==> config.mk <==
export PLATFORM = sky130hd
export DESIGN_NAME = ple_cell
export DESIGN_NICKNAME = d
export VERILOG_FILES = /design/src/hdl/ple_pkg.sv /design/src/hdl/ple_cell.sv
export SDC_FILE = /design/constraint.sdc
export NUM_CORES = 1
export LEC_CHECK = 0
export BUFFER_PORTS_ARGS = -buffer_cell sky130_fd_sc_hd__buf_2
export CAP_MARGIN = 20
export CELL_PAD_IN_SITES_DETAIL_PLACEMENT = 1
export CELL_PAD_IN_SITES_GLOBAL_PLACEMENT = 2
export CORE_MARGIN = 4
export CORE_UTILIZATION = 19
export CTS_BUF_LIST = sky130_fd_sc_hd__clkbuf_4
export DETAILED_ROUTE_END_ITERATION = 10
export PLACE_DENSITY = 0.86
export RECOVER_POWER = 50
export SYNTH_ARGS = -nofsm -noshare
export SYNTH_HDL_FRONTEND = slang
export SYNTH_SLANG_ARGS = --single-unit
==> constraint.sdc <==
create_clock -name clk_i -period 3.1 [get_ports clk_i]
set_input_delay 0.155 -clock clk_i [delete_from_list [all_inputs] [get_ports clk_i]]
set_output_delay 0.155 -clock clk_i [all_outputs]
set_load 0.005 [all_outputs]
==> src/hdl/ple_pkg.sv <==
// Shared types and codes for the positional list engine.
package ple_pkg;

  localparam int unsigned CAPACITY_DEF = 64;
  // Widest cell index the CAPACITY range can need (4096 entries).
  localparam int unsigned IDX_W_MAX = 12;

  localparam logic [2:0] REQ_APPEND = 3'd0;
  localparam logic [2:0] REQ_READ   = 3'd1;
  localparam logic [2:0] REQ_WRITE  = 3'd2;
  localparam logic [2:0] REQ_INSERT = 3'd3;
  localparam logic [2:0] REQ_DELETE = 3'd4;

  localparam logic [1:0] ST_OK    = 2'd0;
  localparam logic [1:0] ST_EMPTY = 2'd1;
  localparam logic [1:0] ST_FULL  = 2'd2;
  localparam logic [1:0] ST_RANGE = 2'd3;

  typedef struct packed {
    logic [2:0]          req_type;
    logic [9:0]          position;
    logic signed [31:0]  value_in;
  } in_t;

  typedef struct packed {
    logic signed [31:0]  read_value;
    logic [1:0]          status;
    logic [6:0]          length;
  } out_t;

  // What every cell does this cycle.
  typedef enum logic [1:0] {
    OP_HOLD  = 2'd0,
    OP_LOAD  = 2'd1,  // cell at idx takes the value
    OP_SHR   = 2'd2,  // open a gap at idx, take the value there
    OP_SHL   = 2'd3   // close the gap at idx
  } cell_op_e;

  typedef struct packed {
    cell_op_e               op;
    logic [IDX_W_MAX-1:0]   idx;
    logic signed [31:0]     value;
  } cell_ctl_t;

endpackage

==> src/hdl/ple_cell.sv <==
// One list slot: holds an entry and trades it with its neighbors.
module ple_cell #(
  parameter int unsigned IDX = 0
) (
  input  logic                   clk_i,
  input  ple_pkg::cell_ctl_t     ctl_i,
  input  logic signed [31:0]     left_i,
  input  logic signed [31:0]     right_i,
  output logic signed [31:0]     value_o,
  output logic signed [31:0]     rd_o
);

  localparam logic [ple_pkg::IDX_W_MAX-1:0] MyIdx = ple_pkg::IDX_W_MAX'(IDX);

  logic signed [31:0] value_q, value_d;
  logic               hit, above;

  assign hit   = (ctl_i.idx == MyIdx);
  assign above = (MyIdx > ctl_i.idx);

  always_comb begin
    value_d = value_q;
    case (ctl_i.op)
      ple_pkg::OP_LOAD: begin
        if (hit) value_d = ctl_i.value;
      end
      ple_pkg::OP_SHR: begin
        if (hit) value_d = ctl_i.value;
        else if (above) value_d = left_i;
      end
      ple_pkg::OP_SHL: begin
        if (hit || above) value_d = right_i;
      end
      default: value_d = value_q;
    endcase
  end

  always_ff @(posedge clk_i) begin
    value_q <= value_d;
  end

  assign value_o = value_q;
  // One-hot read bus: only the selected slot drives nonzero.
  assign rd_o    = hit ? value_q : 32'sd0;

endmodule

==> metrics.md <==
| Metric | Value |
|---|---|
| Run status | complete, no violations |
| Post-CTS Resized | 0 |
| Synth warn | 0 |
| DR iter-0 viols | 63 |
| Synth-to-Final Area Change | 53.3% |
| Cts hold-fix bufs | 0 |
| Root Driver | clkbuf_4 |
| Worst-path clk slew | 110 ps |
| Buf/Inv on CP | 1 |
| Postcts setup bufs | 0 |
| Max Freq | 454 MHz |
| Fin crit share | 71.1% |
| Total track usage | 12.6% |
| VDD IR-drop max | 0.169 mV |
| Syn avg cell area | 12.3 um2 |
| Clock Path Buffers | 2 |
| Ant. Diodes | 0 |
| Commonest non-fill, non-tap cell in the layout | buf_2 |
| Mux cell area share after synthesis | 0% |
| Final GP Congestion | 0.754 |
| Max-cap viol count | 0 |
| Slew HR | 8.78% |
| # DRC | 0 |
| Synth Area in Compound Gates | 31.2% |
| Max reg flops | 32 |
| Synth top area share | 48.3% |
| Routed Antenna Nets | 0 |
| Die Span Y | 110 um |
| Largest family of logic cells by synthesized area | compound AO/OA/AOI/OAI gates |
| Core Box Area | 10300 um2 |
| Worst Hold Class | primary input to register |
| Top cell family by delay on the critical path | simple AND/OR/NAND/NOR gates |
| Post-Synth Simple-Gate Area | 13.5% |
| Finished Cell Area | 3050 um2 |
| Dpl cell area | 3010 um2 |
| Initial Util | 19.4% |
| Avg WL per Cell | 17.0 um |
| Worst setup margin | 897 ps |
| Crit-path max FO | 32 |
| CP max-delay cell | and4bb_1 |
| Minimum clock period | 2200 ps |
| Clock Sinks | 32 |
| P_leak | 0.00145 uW |
| Post-Place Cells | 460 |
| Max-slew violations | 0 |
| Grt ovf | 0 |
| Non-Filler Instances | 468 |
| Drt first pass iters | 4 |
| Via Count | 2150 |
| Final layout net count | 445 |
| Crit Path Class | primary input to register |
| Slowest stage delay, CP | 1230 ps |
| Endpoints failing setup | 0 |
| Share of cells above drive strength 1 | 51.2% |
| Dpl ws | 825 ps |
| Vias in the first global route | 2295 |
| TNS Setup | 0 ps |
| Unrepaired setup endpoints after global routing | false |
| Power per cell area | 382 nW/um2 |
| Fin. Hold Viols | 0 |
| Ordered list of cells on the worst path | buf_2, or4_1, and4bb_1, a221o_1 |
| Row cnt | 37 |
| Crit start category | primary input |
| Slew @ Worst Pin | 1370 ps |
| Via density | 4.59 |
| Adder-Cell Fraction of Synth Area | 1.89% |
| XOR/XNOR Fraction of Synth Area | 0% |
| Final WL | 7940 um |
| H-tree depth | 2 |
| Largest net degree at the start of global routing | 33 |
| WP data required | 3290 ps |
| CTS tree | built |
| Initial antenna violation count | 0 |
| Synth top area cells | edfxtp_1 (48%), a221o_1 (15%), a22o_1 (14%) |
| Syn nets | 276 |
| Most frequent cells in the layout | buf_2 (151), a22o_1 (32), and2_1 (32), edfxtp_1 (32), a221o_1 (30) |
| Area of the mapped netlist | 1990 um2 |
| First-pass GRT wire length | 11900 um |
| I/O Buffers | 174 |
| #FFs+latches synth | 32 |
| Num ports | 175 |
| Crit. End Element | register |
| Gate count of the mapped netlist | 162 |
| Seq/Total Area, Yosys | 48.3% |
| Die ar. | 12200 um2 |
| Die outline width | 110 um |
| Unique masters post-synth | 18 |
| CP arrival | 2390 ps |
| TritonCTS buffer count | 5 |
| Synth area leader | edfxtp_1 |
| Post-detail-place hpwl | 6230 um |
-- cell type report --
type	instances	area, um2
Clock buffer	5	37.5
Inverter	3	11.3
Fill cell	1234	7230
Sequential cell	32	961
Clock inverter	3	42.5
Timing Repair Buffer	179	892
Multi-Input combinational cell	110	936
Tap cell	136	170
-- report_power, final --
group / switching, uW / total, uW / leakage, uW / internal (uW)
Combinational: 126 / 268 / 0.00111 / 142
Sequential: 26.6 / 574 / 0.000297 / 547
Clock: 157 / 325 / 0.0000412 / 168
Total: 309 / 1170 / 0.00145 / 857
-- through the flow --
stage / total power, uW / hold WS, ps / utilization, %
after global routing: 1250 / 78.9 / 29.7
after global placement: 858 / 454 / 29.3
after detailed placement: 868 / 460 / 29.3
final: 1170 / 117 / 29.7
after floorplan: 694 / 369 / -
after CTS: 1210 / 85.8 / 30.1
-- worst paths after layout --
path,from,end,cells past startpoint,slack [ps]
worst max-delay path,ctl_i[32],value_o[23],4,900
worst min-delay path,left_i[6],value_o[6],2,120
-- Yosys cell counts --
master	count
a221o_1	30
or4_4	2
a221o_2	2
nor3b_1	1
nor3_1	2
and2_1	32
o31a_1	1
nor2_1	2
edfxtp_1	32
a22o_1	32
clkbuf_1	10
a2bb2oi_1	1
ha_1	3
buf_2	4
buf_6	3
or4_1	1
inv_1	3
and4bb_2	1
-- per-layer routing --
| layer | track usage, % | up-vias | wire (um) | share of wire (%) |
|---|---|---|---|---|
| met1 | 16.0 | 1031 | 3280 | 41 |
| met5 | 0 | - | 0 | 0 |
| met3 | 2.68 | 4 | 648 | 8.2 |
| li1 | - | 1012 | - | - |
| met2 | 22.1 | 103 | 3950 | 50 |
| met4 | 2.73 | 0 | 67 | 0.84 |
-- kinds of logic (layout without fill, tap and decap cells) --
family	Yosys count	in the layout
buf+inv	20	190
simple gates	41	41
compound gates	66	66
flops	32	32
fa+ha+maj	3	3
No activity file was read; power rests on OpenSTA's default activity.
